<file path="src/cpp_pkg.sv">
package cpp_pkg;

    // Defaults for the size parameters of the top level.
    localparam int DEF_MAX_WIDTH  = 1024;
    localparam int DEF_MAX_HEIGHT = 1024;

    // Field widths.
    localparam int PIX_W      = 8;
    localparam int CFG_W      = 11;
    localparam int IDX_W      = 10;
    localparam int SUM_W      = 18;
    localparam int WIDE_W     = SUM_W + 1;
    localparam int CFG_ADDR_W = 1;

    // Stream payload widths, padded to whole bytes.
    localparam int IN_TDATA_W  = 8;
    localparam int OUT_FIELD_W = IDX_W + SUM_W + SUM_W;
    localparam int OUT_TDATA_W = ((OUT_FIELD_W + 7) / 8) * 8;
    localparam int OUT_PAD_W   = OUT_TDATA_W - OUT_FIELD_W;

    // Full-scale pixel; the accumulated quantity is this minus the pixel.
    localparam logic [PIX_W-1:0] PIX_FULL = 8'd255;

    // Column sums saturate at the top of their range.
    localparam logic [SUM_W-1:0] SUM_LIMIT = '1;

    // Register indexes on the configuration channel.
    localparam logic [CFG_ADDR_W-1:0] REG_IMAGE_WIDTH  = 1'b0;
    localparam logic [CFG_ADDR_W-1:0] REG_IMAGE_HEIGHT = 1'b1;

    // Reset value of both size registers.
    localparam logic [CFG_W-1:0] CFG_SIZE_RESET = 11'd1024;

    // Position of a pixel within the image.
    typedef struct packed {
        logic first_row;
        logic last_row;
        logic last_col;
    } scan_pos_t;

    // Occupancy of the accumulate stage.
    typedef struct packed {
        logic busy;
        logic advance;
    } stage_stat_t;

    // A size of zero counts as one; sizes above the limit saturate.
    function automatic int clamp_size(int v, int limit);
        if (v == 0) begin
            return 1;
        end
        if (v > limit) begin
            return limit;
        end
        return v;
    endfunction

endpackage

</file>
<file path="src/cpp_scan_ctrl.sv">
module cpp_scan_ctrl
    import cpp_pkg::*;
#(
    parameter int MAX_WIDTH  = DEF_MAX_WIDTH,
    parameter int MAX_HEIGHT = DEF_MAX_HEIGHT,
    parameter int COL_W      = 10
) (
    input  logic                  aclk,
    input  logic                  aresetn,
    input  logic                  cfg_write,
    input  logic [CFG_ADDR_W-1:0] cfg_index,
    input  logic [CFG_W-1:0]      cfg_data,
    input  logic                  pix_accept,
    output logic [COL_W-1:0]      pix_col,
    output scan_pos_t             pix_pos
);

    localparam int WCNT_W = $clog2(MAX_WIDTH + 1);
    localparam int ROW_W  = (MAX_HEIGHT > 1) ? $clog2(MAX_HEIGHT) : 1;
    localparam int HCNT_W = $clog2(MAX_HEIGHT + 1);

    logic [WCNT_W-1:0] width_reg,  width_next;
    logic [HCNT_W-1:0] height_reg, height_next;
    logic [COL_W-1:0]  col_reg,    col_next;
    logic [ROW_W-1:0]  row_reg,    row_next;

    logic last_col;
    logic last_row;

    // Size registers hold the clamped sizes.
    always_comb begin
        width_next  = width_reg;
        height_next = height_reg;
        if (cfg_write) begin
            case (cfg_index)
                REG_IMAGE_WIDTH: begin
                    width_next = WCNT_W'(clamp_size(int'(cfg_data), MAX_WIDTH));
                end
                REG_IMAGE_HEIGHT: begin
                    height_next = HCNT_W'(clamp_size(int'(cfg_data), MAX_HEIGHT));
                end
                default: begin
                end
            endcase
        end
    end

    // Position of the current pixel.
    assign last_col = (WCNT_W'(col_reg) + WCNT_W'(1)) >= width_reg;
    assign last_row = (HCNT_W'(row_reg) + HCNT_W'(1)) >= height_reg;

    assign pix_col            = col_reg;
    assign pix_pos.first_row  = (row_reg == '0);
    assign pix_pos.last_row   = last_row;
    assign pix_pos.last_col   = last_col;

    // Raster counters step on each pixel transfer.
    always_comb begin
        col_next = col_reg;
        row_next = row_reg;
        if (pix_accept) begin
            if (last_col) begin
                col_next = '0;
                row_next = last_row ? '0 : row_reg + ROW_W'(1);
            end else begin
                col_next = col_reg + COL_W'(1);
            end
        end
    end

    always_ff @(posedge aclk) begin
        if (!aresetn) begin
            width_reg  <= WCNT_W'(clamp_size(int'(CFG_SIZE_RESET), MAX_WIDTH));
            height_reg <= HCNT_W'(clamp_size(int'(CFG_SIZE_RESET), MAX_HEIGHT));
            col_reg    <= '0;
            row_reg    <= '0;
        end else begin
            width_reg  <= width_next;
            height_reg <= height_next;
            col_reg    <= col_next;
            row_reg    <= row_next;
        end
    end

endmodule

</file>
<file path="config.mk">
export PLATFORM = sky130hd
export DESIGN_NAME = cpp_scan_ctrl
export DESIGN_NICKNAME = d
export VERILOG_FILES = /design/src/cpp_pkg.sv /design/src/cpp_scan_ctrl.sv
export SDC_FILE = /design/constraint.sdc
export NUM_CORES = 1
export LEC_CHECK = 0
export ABC_AREA = 1
export BUFFER_PORTS_ARGS = -buffer_cell sky130_fd_sc_hd__buf_2
export CORE_ASPECT_RATIO = 0.8
export CORE_MARGIN = 1.5
export CORE_UTILIZATION = 63
export CTS_CLUSTER_DIAMETER = 80
export DETAILED_ROUTE_END_ITERATION = 6
export GPL_TIMING_DRIVEN = 1
export HOLD_SLACK_MARGIN = 0.03
export PLACE_DENSITY = 0.82
export SLEW_MARGIN = 20
export SYNTH_ARGS = -nofsm -noshare
export SYNTH_HDL_FRONTEND = slang
export SYNTH_SLANG_ARGS = --single-unit
</file>
<file path="constraint.sdc">
create_clock -name aclk -period 6.6 [get_ports aclk]
set_input_delay 1.32 -clock aclk [delete_from_list [all_inputs] [get_ports aclk]]
set_output_delay 1.32 -clock aclk [all_outputs]
set_load 0.1 [all_outputs]
</file>
==> metrics.csv <==
stage,metric,value,unit
worst_setup_path,Worst Path Required,5280,ps
min_path,Hold/Removal Path Class,reg -> reg,
global_route,global route overflow,0,
finish,Layout Cells excl Fill,484,
placed_design,gpl congestion,0.901,
pwr,P_leak,1.49,nW
synthesis,#FFs+latches synth,42,
synthesis,top-count cell post-synth,nand2_1,
pwr,pwr dens,214,mW/mm²
clocking,Worst-path clk slew,90,ps
clocking,CTS sink cnt,42,
sta,Setup TNS,0,ps
sta,final setup fails,0,
worst_setup_path,Crit. End Element,output pin,
floorplan,Ports,29,
clocking,clk buf depth,2,
floorplan,Total Die Area,0.00471,mm²
synthesis,commonest cells in the netlist,"96 x nand2_1, 59 x inv_1, 48 x nor2_1",
synthesis,top-area cell type share of the netlist area,31.0,%
route,total number of vias,2489,
synthesis,Post-Synthesis Cells,404,
placed_design,dpl ws,2630,ps
route,routed wire length,5750,µm
clocking,post-cts sizing count,0,
finish,Nets,467,
sta,Max Slew Vio Count,0,
finish,# fillers,367,
finish,FF+latch area,841,µm²
finish,share of cells above drive strength 1,12.9,%
sta,clock skew,7.54,ps
finish,antenna cells,0,
sta,Fmax,231,MHz
synthesis,ranking of synthesized cells by area,"dfxtp_1 31%, nand2_1 13%, ha_1 12%",
pwr,peak supply drop,0.000164,V
finish,fin area,0.00299,mm²
sta,period utilization,65.6,%
floorplan,starting density of the core,65.3,%
flow_run,Max Cap Viol,0,
clocking,CTS tree,done,
synthesis,Synth Net Count,445,
global_route,gr usage total,25.9,%
route,DRT Pass-1 Iters,4,
clocking,# Post-CTS Setup Buffers,0,
placed_design,DP Area,0.00285,mm²
floorplan,Die Span Y,61.7,µm
floorplan,Core Area,0.00415,mm²
synthesis,synthesized cell area,0.00271,mm²
pwr,Psw,0.000190,W
synthesis,yosys synthesis warning count,0,
sta,RSZ-0062 raised after global routing,no,
pwr,Clk network pwr share,38.7,%
sta,Max-slew headroom,52.4,%
global_route,initial antenna violation count,0,
floorplan,# rows,21,
clocking,worst-skew pair later-pin latency,300,ps
finish,P&R area growth vs syn,10.2,%
clocking,Clk Tree Root Cell,clkbuf_8,
route,routed vias/inst,5.14,
finish,Multi-input gate area,0.00157,mm²
sta,final setup margin,2270,ps
status,outcome,finished clean,
clocking,# H-tree levels,2,
pwr,power share of the sequential group,42.6,%
route,starting DRC count in detailed routing,138,
sta,Tmin final,4330,ps
global_route,pin count of the biggest net entering global routing,35,
clocking,TritonCTS buffer count,5,
worst_setup_path,crit path max fanout,7,
sta,Least-Margin Pin Slew,713,ps
floorplan,Die W,76.4,µm
global_route,first-pass GRT wire length,9630,µm
worst_setup_path,crit path kind,reg -> out,
route,Routed wire per std cell,11.9,µm
worst_setup_path,startpoint types,flip-flop,
placed_design,port buffer count,28,
route,DRC viols,0,
pwr,switching share of total power,29.7,%
sta,Fin. Hold Viols,0,
synthesis,Syn Area/Cell,6.71,µm²
clocking,hold_buf cts,0,
worst_setup_path,arrival time at the worst endpoint,3010,ps
placed_design,Cells after DPL,476,
synthesis,Post-synth top flop,dfxtp_1,
pwr,combinational share of power,18.7,%
synthesis,Netlist cell types,32,
finish,Final Util,72.0,%
pwr,Pint,0.000450,W
global_route,vias in the first global route,2089,
placed_design,DP Wirelength,4450,µm
route,Antenna Nets Post-Route,0,
synthesis,number of synthesized flops with an enable pin,0,
synthesis,Yosys top cell by area,dfxtp_1,
synthesis,fraction of registers with async set/reset,0,%
synthesis,register area share after synthesis,31.0,%
-- stage by stage --
step	total power (W)	hold WS, ps
after floorplan	0.000373	478
after global placement	0.000394	483
after detailed placement	0.000397	482
after CTS	0.000643	494
after global routing	0.000670	514
final	0.000640	495
-- worst max-delay path, cell delays in order, from the launching register on --
cell	delay [ps]
dfxtp_1	430
ha_1	200
nand2_1	90
nor2_1	240
nand3_1	130
nand2_1	80
nand2_1	70
ha_1	300
inv_1	50
nor2_2	130
nand2_1	60
a21oi_1	160
nor2_2	90
nand2_1	200
buf_2	480
-- path summary, 6_finish.rpt --
| kind | start | cells past startpoint | slack [ps] | end |
|---|---|---|---|---|
| setup / recovery | row_reg[0] | 14 | 2270 | pix_pos[1] |
| hold / removal | pix_col[9] | 2 | 500 | pix_col[9] |
| setup reg to reg | pix_col[0] | 16 | 3970 | row_reg[2] |
| hold reg to reg | pix_col[9] | 2 | 500 | pix_col[9] |
-- routing by layer --
| metal | GRT usage, % | share of wire, % | routed length [µm] | vias to the layer above |
|---|---|---|---|---|
| met5 | 0 | 0 | 0 | - |
| met4 | 9.52 | 1.7 | 95 | 0 |
| met3 | 3.94 | 4.2 | 243 | 9 |
| met2 | 39.0 | 42 | 2400 | 55 |
| li1 | - | - | - | 1319 |
| met1 | 37.9 | 52 | 3010 | 1106 |
-- cells by family after synthesis --
logic type               count (synthesis)  synth area share (%)
AND/OR/NAND/NOR                        191                  31.0
buffers and inverters                   74                  11.2
AO/OA/AOI/OAI                           64                  12.5
flip-flops                              42                  31.0
adder cells (fa/ha/maj)                 25                  11.5
XOR/XNOR                                 8                  2.86
-- cell usage in the layout, fill, tap and decap left out, types with 3 or more instances in the layout --
| cell | count |
|---|---|
| nand2_1 | 96 |
| inv_1 | 59 |
| nor2_1 | 47 |
| dfxtp_1 | 42 |
| a21oi_1 | 35 |
| buf_2 | 28 |
| ha_1 | 25 |
| o21ai_0 | 23 |
| nand3_1 | 21 |
| xor2_1 | 5 |
| clkbuf_8 | 5 |
| nor2_2 | 4 |
| nand4_1 | 4 |
| nor3_1 | 4 |
| nand3_2 | 3 |
| nor2_4 | 3 |
-- power groups by stage --
stage / clock, W / combinational (W) / sequential (W)
2_1_floorplan: 0 / 0.0000873 / 0.000285
3_3_place_gp: 0 / 0.000115 / 0.000278
3_5_place_dp: 0 / 0.000118 / 0.000279
4_1_cts: 0.000250 / 0.000119 / 0.000273
5_1_grt: 0.000261 / 0.000133 / 0.000275
6_report: 0.000248 / 0.000120 / 0.000273
-- layout make-up --
| class | instances | area share, % |
|---|---|---|
| Tap cell | 57 | 2.38 |
| Clock buffer | 5 | 2.30 |
| Timing Repair Buffer | 28 | 4.69 |
| Clock inverter | 3 | 2.30 |
| Sequential cell | 42 | 28.1 |
| Multi-Input combinational cell | 288 | 52.6 |
| Inverter | 61 | 7.66 |
(Power assumes the default switching activity.)
