--- src/cpp_pkg.sv ---
package cpp_pkg;

    // Defaults for the size parameters of the top level.
    localparam int DEF_MAX_WIDTH  = 1024;
    localparam int DEF_MAX_HEIGHT = 1024;

    // Field widths.
    localparam int PIX_W      = 8;
    localparam int CFG_W      = 11;
    localparam int IDX_W      = 10;
    localparam int SUM_W      = 18;
    localparam int WIDE_W     = SUM_W + 1;
    localparam int CFG_ADDR_W = 1;

    // Stream payload widths, padded to whole bytes.
    localparam int IN_TDATA_W  = 8;
    localparam int OUT_FIELD_W = IDX_W + SUM_W + SUM_W;
    localparam int OUT_TDATA_W = ((OUT_FIELD_W + 7) / 8) * 8;
    localparam int OUT_PAD_W   = OUT_TDATA_W - OUT_FIELD_W;

    // Full-scale pixel; the accumulated quantity is this minus the pixel.
    localparam logic [PIX_W-1:0] PIX_FULL = 8'd255;

    // Column sums saturate at the top of their range.
    localparam logic [SUM_W-1:0] SUM_LIMIT = '1;

    // Register indexes on the configuration channel.
    localparam logic [CFG_ADDR_W-1:0] REG_IMAGE_WIDTH  = 1'b0;
    localparam logic [CFG_ADDR_W-1:0] REG_IMAGE_HEIGHT = 1'b1;

    // Reset value of both size registers.
    localparam logic [CFG_W-1:0] CFG_SIZE_RESET = 11'd1024;

    // Position of a pixel within the image.
    typedef struct packed {
        logic first_row;
        logic last_row;
        logic last_col;
    } scan_pos_t;

    // Occupancy of the accumulate stage.
    typedef struct packed {
        logic busy;
        logic advance;
    } stage_stat_t;

    // A size of zero counts as one; sizes above the limit saturate.
    function automatic int clamp_size(int v, int limit);
        if (v == 0) begin
            return 1;
        end
        if (v > limit) begin
            return limit;
        end
        return v;
    endfunction

endpackage

--- src/cpp_accum.sv ---
module cpp_accum
    import cpp_pkg::*;
#(
    parameter int COL_W = 10
) (
    input  logic                   aclk,
    input  logic                   aresetn,
    // Pixel entering the stage
    input  logic                   in_accept,
    input  logic [PIX_W-1:0]       in_inv,
    input  logic [COL_W-1:0]       in_col,
    input  scan_pos_t              in_pos,
    output logic                   in_ready,
    // Column sum memory
    input  logic [SUM_W-1:0]       rd_data,
    output logic                   wr_en,
    output logic [COL_W-1:0]       wr_addr,
    output logic [SUM_W-1:0]       wr_data,
    // Result register
    output logic                   out_valid,
    input  logic                   out_ready,
    output logic [IDX_W-1:0]       out_index,
    output logic [SUM_W-1:0]       out_sum,
    output logic [SUM_W-1:0]       out_max,
    output logic                   out_last,
    output stage_stat_t            stat
);

    logic              p1_valid_reg, p1_valid_next;
    logic [PIX_W-1:0]  p1_inv_reg;
    logic [COL_W-1:0]  p1_col_reg;
    scan_pos_t         p1_pos_reg;

    logic              fwd_valid_reg;
    logic [COL_W-1:0]  fwd_addr_reg;
    logic [SUM_W-1:0]  fwd_data_reg;

    logic [SUM_W-1:0]  max_reg, max_next;

    logic              m_valid_reg, m_valid_next;
    logic [IDX_W-1:0]  m_index_reg;
    logic [SUM_W-1:0]  m_sum_reg;
    logic [SUM_W-1:0]  m_max_reg;
    logic              m_last_reg;

    logic              emit;
    logic              advance;
    logic [SUM_W-1:0]  base;
    logic [WIDE_W-1:0] wide;
    logic [SUM_W-1:0]  sum;
    logic [SUM_W-1:0]  max_sel;

    // The stage moves on unless it holds a result and the output is full.
    assign emit     = p1_pos_reg.last_row;
    assign advance  = p1_valid_reg && (!emit || !m_valid_reg || out_ready);
    assign in_ready = !p1_valid_reg || advance;

    // A write in the same cycle as this entry's read is not in the read data.
    assign base = (fwd_valid_reg && (fwd_addr_reg == p1_col_reg)) ? fwd_data_reg : rd_data;
    assign wide = WIDE_W'(base) + WIDE_W'(p1_inv_reg);

    // The first row starts the sum; later rows add with saturation.
    always_comb begin
        if (p1_pos_reg.first_row) begin
            sum = SUM_W'(p1_inv_reg);
        end else if (wide > WIDE_W'(SUM_LIMIT)) begin
            sum = SUM_LIMIT;
        end else begin
            sum = wide[SUM_W-1:0];
        end
    end

    // Column zero restarts the maximum.
    assign max_sel = ((p1_col_reg == '0) || (sum > max_reg)) ? sum : max_reg;

    always_comb begin
        max_next = max_reg;
        if (advance && emit) begin
            max_next = p1_pos_reg.last_col ? '0 : max_sel;
        end
    end

    assign wr_en   = advance;
    assign wr_addr = p1_col_reg;
    assign wr_data = sum;

    // Stage occupancy.
    always_comb begin
        p1_valid_next = p1_valid_reg;
        if (in_accept) begin
            p1_valid_next = 1'b1;
        end else if (advance) begin
            p1_valid_next = 1'b0;
        end
    end

    // Result register empties on a transfer and fills from the stage.
    always_comb begin
        m_valid_next = m_valid_reg;
        if (advance && emit) begin
            m_valid_next = 1'b1;
        end else if (out_ready) begin
            m_valid_next = 1'b0;
        end
    end

    always_ff @(posedge aclk) begin
        if (!aresetn) begin
            p1_valid_reg  <= 1'b0;
            fwd_valid_reg <= 1'b0;
            max_reg       <= '0;
            m_valid_reg   <= 1'b0;
        end else begin
            p1_valid_reg  <= p1_valid_next;
            max_reg       <= max_next;
            m_valid_reg   <= m_valid_next;
            if (wr_en) begin
                fwd_valid_reg <= 1'b1;
            end
        end
    end

    // Payload registers.
    always_ff @(posedge aclk) begin
        if (in_accept) begin
            p1_inv_reg <= in_inv;
            p1_col_reg <= in_col;
            p1_pos_reg <= in_pos;
        end
        if (wr_en) begin
            fwd_addr_reg <= wr_addr;
            fwd_data_reg <= wr_data;
        end
        if (advance && emit) begin
            m_index_reg <= IDX_W'(p1_col_reg);
            m_sum_reg   <= sum;
            m_max_reg   <= max_sel;
            m_last_reg  <= p1_pos_reg.last_col;
        end
    end

    assign out_valid    = m_valid_reg;
    assign out_index    = m_index_reg;
    assign out_sum      = m_sum_reg;
    assign out_max      = m_max_reg;
    assign out_last     = m_last_reg;
    assign stat.busy    = p1_valid_reg;
    assign stat.advance = advance;

endmodule

--- config.mk ---
export PLATFORM = sky130hd
export DESIGN_NAME = cpp_accum
export DESIGN_NICKNAME = d
export VERILOG_FILES = /design/src/cpp_pkg.sv /design/src/cpp_accum.sv
export SDC_FILE = /design/constraint.sdc
export NUM_CORES = 1
export LEC_CHECK = 0
export ABC_AREA = 1
export BUFFER_PORTS_ARGS = -buffer_cell sky130_fd_sc_hd__buf_2
export CAP_MARGIN = 10
export CORE_MARGIN = 3
export CORE_UTILIZATION = 55
export CTS_CLUSTER_DIAMETER = 100
export CTS_CLUSTER_SIZE = 16
export DETAILED_ROUTE_END_ITERATION = 16
export PLACE_DENSITY = 0.87
export SLEW_MARGIN = 5
export SYNTH_ARGS = -nofsm -noshare
export SYNTH_HDL_FRONTEND = slang
export SYNTH_SLANG_ARGS = --single-unit
--- constraint.sdc ---
create_clock -name aclk -period 6.63 [get_ports aclk]
set_input_delay 0.9945 -clock aclk [delete_from_list [all_inputs] [get_ports aclk]]
set_output_delay 0.9945 -clock aclk [all_outputs]
set_load 0.02 [all_outputs]
==> results.toml, run 1 <==
[timing]
hold_ws_ns = 0.474
max_freq_mhz = 167
fin_setup_tns_ns = 0
finalCritPeriodShare_pct = 90.2
final-setup-viol-count = 0
finalHoldViolCount = 0
finalCriticalPeriod_ns = 5.98
rsz0062_at_grt = "no"
slew_viol_final = 0
fin_ws_ns = 0.652
relSlewSlack_pct = 27.1
worst_pin_slew_ns = 1.09
clock_skew_ns = 0.00799

[logic_synthesis]
synth-seq-cells = 117
synth_most_common_cell = "nand2_1"
yosysWarningCount = 0
synth-async-reset-ratio_pct = 0
synth_top_area_share_pct = 47.2
ys_seq_area_share_pct = 54.1
synth_nets = 717
ys_dominant_reg_cell = "edfxtp_1"
synthTopCellsByArea = "edfxtp_1 (47%), nand2_1 (11%), dfxtp_1 (6.9%)"
synth_edf_count = 96
synth.avg_cell_area_sq_um = 9.44
syn-cell-area_sq_um = 6110
synth_top_area_cell = "edfxtp_1"
synth_cells = 647
synth_top_cells_by_count = "nand2_1 (173), edfxtp_1 (96), inv_1 (71), nor2_1 (50), a21oi_1 (38)"
synth.distinct_cells = 42

[routing]
wl_per_cell_um = 16.8
drt-vias-per-instance = 5.50
wl_um = 15700
vias = 5128
ant_nets = 0
drtPass1Iterations = 6
first_iter_violations = 403
drcViolationCount = 0

[floorplanning]
rows = 37
io_pins = 123
core_sq_um = 10600
die-area_sq_um = 12400
dieWidth_um = 111
start_util_pct = 57.9
fp.dieH_um = 111

[finish]
antenna_cells = 0
fin_nets = 854
syn_to_final_growth_pct = 23.2
multi_input_area_sq_um = 2430
nFillCells = 767
drive_above_1_share_pct = 29.5
regArea_sq_um = 3300

[critical_path]
critPathMaxFanout = 19
r2r-end = "max_reg[8]"
r2r_cells = 35
worstReg2RegStart = "wr_addr[2]"
end_kind = "flip-flop"
crit_path_start_kind = "flip-flop"
cpMaxStageDelayCell = "edfxtp_1"
cpPeakStageDelay_ns = 0.47
critPathKind = "reg -> reg"
crit_top_cell = "nand2_1"
r2r_setup_slack_ns = 0.65
crit_arrival_ns = 6.42
cp.required_ns = 7.07

[global_routing]
grt_usage_pct = 25.7
grt_max_degree = 49
grt_pass1_wl_um = 25300
grt_pass1_vias = 5126
gr-total-overflow = 0
antenna_found_initial = 0

[placed_design]
gp_congestion = 0.939
pre_cts_ws_ns = 0.724
hpwl_um = 10900
port_buffers = 122

[worst_hold_path]
hold_path.class = "reg -> reg"
hp-start = "max_reg[17]"
min_path_cells = 2
min_to = "max_reg[17]"

[clocking]
h-tree-depth = 4
holdBufCountCts = 0
root_buffer = "clkbuf_8"
numClockSinks = 117
clkTransAtPathRegs_ns = 0.06
cts_tree = "done"
cts_buffers = 17
clockBufferDepth = 2
insertion_delay_ns = 0.52

[flow_run]
maxCapViolCount = 0

[power_and_ir_drop]
power.density_nw_per_um2 = 290
p_leak_nw = 3.36
fin_total_pwr_mw = 2.19
ir_drop_mv = 0.149

[outcome]
outcome = "finished, final reports clean"
-- per-stage QoR --
step                      std cells  util (%)  cell area (sq um)
after global routing            933      71.3               7530
after floorplan                 647         -               6110
after detailed placement        900      65.2               6890
final                           933      71.3               7530
after global placement          900      65.2               6890
after CTS                       932      71.2               7510
-- power by group --
| part | switching, mW | total [mW] | internal [mW] | leakage [nW] |
|---|---|---|---|---|
| logic | 0.238 | 0.356 | 0.118 | 1.98 |
| clock network | 0.310 | 0.958 | 0.647 | 0.302 |
| registers | 0.0242 | 0.872 | 0.848 | 1.08 |
| total | 0.572 | 2.19 | 1.61 | 3.36 |
-- cells in the final DEF (no fill, tap or decap), types with 11 or more instances in the layout --
cell type / Yosys / layout
buf_4: 3 / 12
nand2_1: 173 / 172
nand2_2: 20 / 21
edfxtp_1: 96 / 96
nand3_1: 33 / 33
nor2_1: 50 / 50
buf_2: 5 / 122
nand3_2: 10 / 11
o21ai_0: 19 / 19
clkbuf_16: 0 / 16
ha_1: 26 / 26
a21oi_1: 38 / 38
dfxtp_1: 21 / 21
inv_1: 71 / 70
-- metal layers --
metal  wire (um)  vias up  global-route usage (%)  share of wire [%]
met3        1230       52                    6.85                7.8
met4         510        0                    10.9                3.2
li1            -     2422                       -                  -
met2        7620      259                    42.7                 49
met5           0        -                       0                  0
met1        6340     2395                    31.8                 40
-- what timing repair did --
item,CTS,global route
setup buffers,0,0
setup endpoints to repair,0,30
gates resized for setup,0,2
-- cells by family (layout without fill, tap and decap cells) --
family          Yosys count  count (layout)  synth area share [%]
buf+inv                  96             245                  6.45
flops                   117             117                  54.1
fa+ha+maj                27              27                  5.65
compound gates           78              78                  7.51
xor+xnor                  6               6                 0.860
simple gates            323             324                  25.5
-- worst max-delay path by stage --
stage	slack, ns	start	end
floorplan	0.94	wr_addr[4]	out_max[14]
global placement	0.94	wr_addr[2]	max_reg[11]
detailed placement	0.72	wr_addr[2]	max_reg[8]
CTS	0.57	wr_addr[2]	max_reg[0]
global route	0.09	wr_addr[2]	max_reg[9]
finish	0.65	wr_addr[2]	max_reg[8]
-- area by class of cell --
cell class	instances	share of cell area (%)
tap	136	2.26
clock buffer	23	6.33
multi-input combinational	435	32.2
sequential	117	43.9
inverter	79	4.01
clock inverter	9	1.98
timing repair buffer	134	9.31
-- worst max-delay path, delay by kind of cell, from the launching register on --
family / cells / cell delay, ns
compound gates: 8 / 1.65
fa+ha+maj: 3 / 0.82
buf+inv: 6 / 1.07
flops: 1 / 0.47
simple gates: 18 / 1.86
Power figures use the tool's default switching activity.
==> run 2, diff against run 1 <==
--- a/config.mk
+++ b/config.mk
@@ -13,7 +13,7 @@
 export CTS_CLUSTER_DIAMETER = 100
 export CTS_CLUSTER_SIZE = 16
 export DETAILED_ROUTE_END_ITERATION = 16
-export PLACE_DENSITY = 0.87
+export PLACE_DENSITY = 0.77
 export SLEW_MARGIN = 5
 export SYNTH_ARGS = -nofsm -noshare
 export SYNTH_HDL_FRONTEND = slang
==> results.toml, run 2 (same netlist as run 1, synthesis figures left out) <==
[critical_path]
critPathKind = "reg -> reg"
cp.required_ns = 7.06
critPathMaxFanout = 28
cpMaxStageDelayCell = "edfxtp_1"
crit_top_cell = "nand2_1"
cpPeakStageDelay_ns = 0.49
end_kind = "flip-flop"
crit_arrival_ns = 6.33
crit_path_start_kind = "flip-flop"

[floorplanning]
fp.dieH_um = 111
die-area_sq_um = 12400
rows = 37
start_util_pct = 57.9
dieWidth_um = 111
io_pins = 123
core_sq_um = 10600

[timing]
clock_skew_ns = 0.00662
finalHoldViolCount = 0
finalCritPeriodShare_pct = 88.9
fin_setup_tns_ns = 0
slew_viol_final = 0
rsz0062_at_grt = "no"
fin_ws_ns = 0.736
max_freq_mhz = 170
relSlewSlack_pct = 25.7
finalCriticalPeriod_ns = 5.89
worst_pin_slew_ns = 1.11
final-setup-viol-count = 0

[finish]
layout_commonest_cell = "nand2_1"
drive_above_1_share_pct = 28.9
antenna_cells = 0
syn_to_final_growth_pct = 22.5
final-instance-count-excl-fill = 928
finalInstanceArea_sq_um = 7480
final_cell_mix = "nand2_1 (173), buf_2 (122), edfxtp_1 (96)"
fin_nets = 849

[placed_design]
placed_cell_area_sq_um = 6860
hpwl_um = 11000
pre_cts_ws_ns = 0.523
dp.cells = 896
port_buffers = 122
gp_congestion = 0.939

[clocking]
clkTransAtPathRegs_ns = 0.06
holdBufCountCts = 0
root_buffer = "clkbuf_8"
post-cts-setup-buffer-count = 0
cts_tree = "done"
cts-resized-gates = 0
insertion_delay_ns = 0.52
h-tree-depth = 4
numClockSinks = 117
cts_buffers = 17
clockBufferDepth = 2

[global_routing]
gr-total-overflow = 0
grt_usage_pct = 25.0
grt_pass1_wl_um = 24300
grt_pass1_vias = 4891
antenna_found_initial = 0
grt_max_degree = 49

[routing]
drcViolationCount = 0
vias = 4899
drtPass1Iterations = 5
ant_nets = 0
drt-vias-per-instance = 5.28
wl_um = 14900
first_iter_violations = 218
wl_per_cell_um = 16.1

[flow_run]
maxCapViolCount = 0

[power_and_ir_drop]
ir_drop_mv = 0.201
power.density_nw_per_um2 = 291
fin_total_pwr_mw = 2.17
p_leak_nw = 3.35

[worst_hold_path]
hold_path.class = "reg -> reg"

[outcome]
outcome = "finished, final reports clean"
run 2: area by class of cell:
type | instances | area, sq um
well taps | 136 | 170
clock buffers | 23 | 477
multi-input cells | 434 | 2420
flip-flops and latches | 117 | 3300
inverters | 79 | 298
clock inverters | 9 | 149
repair buffers | 130 | 671
fillers | 812 | 3070
run 2: stage by stage:
stage                     hold WS [ns]  utilization (%)
after floorplan                  0.445                -
after global placement           0.452             64.9
after detailed placement         0.456             64.9
after CTS                        0.464             70.9
after global routing             0.493             70.9
final                            0.464             70.9
run 2: path summary, 6_finish.rpt:
check,startpoint,to,slack (ns),cells after the start
max,wr_addr[2],max_reg[6],0.74,36
min,max_reg[7],max_reg[7],0.46,2
max reg2reg,wr_addr[2],max_reg[6],0.74,36
min reg2reg,max_reg[7],max_reg[7],0.46,2
run 2: routing by layer:
metal,vias up,track usage (%),share of wire (%)
li1,2414,-,-
met1,2274,31.1,42
met2,176,42.1,49
met3,35,6.03,6.5
met4,0,9.98,2.5
met5,-,0,0
run 2: power breakdown:
part / internal (mW) / total (mW) / switching (mW)
registers: 0.848 / 0.871 / 0.0232
logic: 0.113 / 0.341 / 0.228
clock network: 0.648 / 0.963 / 0.315
total: 1.61 / 2.17 / 0.566
run 2: worst max-delay path, delay by kind of cell, from the launching register on:
kind	cells	cell delay, ns
buf+inv	6	0.87
simple gates	20	1.95
compound gates	7	1.59
flops	1	0.49
fa+ha+maj	3	0.86
==> run 3, diff against run 2 <==
--- a/config.mk
+++ b/config.mk
@@ -9,11 +9,11 @@
 export BUFFER_PORTS_ARGS = -buffer_cell sky130_fd_sc_hd__buf_2
 export CAP_MARGIN = 10
 export CORE_MARGIN = 3
-export CORE_UTILIZATION = 55
+export CORE_UTILIZATION = 45
 export CTS_CLUSTER_DIAMETER = 100
 export CTS_CLUSTER_SIZE = 16
 export DETAILED_ROUTE_END_ITERATION = 16
-export PLACE_DENSITY = 0.77
+export PLACE_DENSITY = 0.64
 export SLEW_MARGIN = 5
 export SYNTH_ARGS = -nofsm -noshare
 export SYNTH_HDL_FRONTEND = slang
==> results.toml, run 3 (same netlist as run 1, synthesis figures left out) <==
[outcome]
outcome = "finished, final reports clean"

[finish]
antenna_cells = 0
syn_to_final_growth_pct = 23.4
final_cell_mix = "nand2_1 (172), buf_2 (122), edfxtp_1 (96)"
fin_nets = 853
drive_above_1_share_pct = 29.4
layout_commonest_cell = "nand2_1"

[routing]
wl_per_cell_um = 16.0
first_iter_violations = 340
ant_nets = 0
drcViolationCount = 0
vias = 4769
wl_um = 15500
drtPass1Iterations = 5
drt-vias-per-instance = 4.93

[floorplanning]
fp.dieH_um = 123
rows = 41
io_pins = 123
dieWidth_um = 123
core_sq_um = 12900
die-area_sq_um = 15000
start_util_pct = 47.3

[critical_path]
critPathMaxFanout = 16
crit_arrival_ns = 6.34
crit_top_cell = "nand2_1"
crit_family = "simple AND/OR/NAND/NOR gates"
critPathBufInv = 6
cp.required_ns = 6.96
cpPeakStageDelay_ns = 0.47
critPathKind = "reg -> reg"
end_kind = "flip-flop"
cpMaxStageDelayCell = "edfxtp_1"
crit_path_start_kind = "flip-flop"

[clocking]
cts_tree = "done"
clkTransAtPathRegs_ns = 0.05
clockBufferDepth = 2
root_buffer = "clkbuf_16"
insertion_delay_ns = 0.42
h-tree-depth = 4
holdBufCountCts = 0
cts_buffers = 17
numClockSinks = 117

[timing]
clock_skew_ns = 0.0118
hold_ws_ns = 0.466
rsz0062_at_grt = "no"
finalCritPeriodShare_pct = 90.6
relSlewSlack_pct = 25.5
worst_pin_slew_ns = 1.12
finalCriticalPeriod_ns = 6.01
fin_setup_tns_ns = 0
finalHoldViolCount = 0
final-setup-viol-count = 0
max_freq_mhz = 166
fin_ws_ns = 0.621
slew_viol_final = 0

[placed_design]
hpwl_um = 11200
port_buffers = 122
gp_congestion = 0.920
pre_cts_ws_ns = 0.147

[power_and_ir_drop]
ir_drop_mv = 0.156
fin_total_pwr_mw = 2.14
p_leak_nw = 3.35
power.density_nw_per_um2 = 284

[global_routing]
grt_usage_pct = 21.5
gr-total-overflow = 0
grt_pass1_vias = 4739
grt_max_degree = 49
antenna_found_initial = 0
grt_pass1_wl_um = 24200

[flow_run]
maxCapViolCount = 0

[worst_hold_path]
hold_path.class = "reg -> reg"
[run 3: cell count changes in the layout (fill, tap and decap cells not counted), sizes merged]
cell and delta:
nand3 +1, clkinvlp +1, buf +3, bufinv -1
[run 3: power breakdown]
part | leakage, nW | total (mW) | switching [mW] | internal (mW)
clock network | 0.287 | 0.923 | 0.315 | 0.608
logic | 1.98 | 0.347 | 0.231 | 0.116
registers | 1.08 | 0.871 | 0.0231 | 0.848
[run 3: worst paths after layout]
path	slack [ns]	to	cells after the start	start
max	0.62	max_reg[2]	35	wr_addr[0]
min	0.47	max_reg[7]	2	max_reg[7]
max reg2reg	0.62	max_reg[2]	35	wr_addr[0]
min reg2reg	0.47	max_reg[7]	2	max_reg[7]
[run 3: routing by layer]
layer / GRT usage, % / part of all wire (%) / vias to the layer above
li1: - / - / 2421
met1: 27.7 / 44 / 2204
met2: 35.3 / 49 / 131
met3: 6.13 / 6.0 / 13
met4: 6.44 / 0.92 / 0
met5: 0 / 0 / -
[run 3: timing repair]
action | 4_1_cts | 5_1_grt
gates resized for setup | 0 | 4
setup buffers | 0 | 0
endpoints found under the setup margin | 0 | 36
[run 3: worst min-delay path, cell delays in order (launching register included)]
cell	delay [ns]
dfxtp_1	0.31
nand2_1	0.06
a21oi_1	0.05
[run 3: final cells by class]
class	instances	area [sq um]
inverters	79	302
multi-input cells	435	2430
clock inverters	9	129
well taps	172	215
flip-flops and latches	117	3300
clock buffers	23	468
repair buffers	133	693
fillers	1146	5390
[run 3: per-stage QoR]
stage	instance area (sq um)	util, %	std cells
6_report	7540	58.3	968
5_1_grt	7540	58.3	968
4_1_cts	7520	58.2	967
3_5_place_dp	6920	53.6	935
3_3_place_gp	6920	53.6	935
2_1_floorplan	6110	-	647
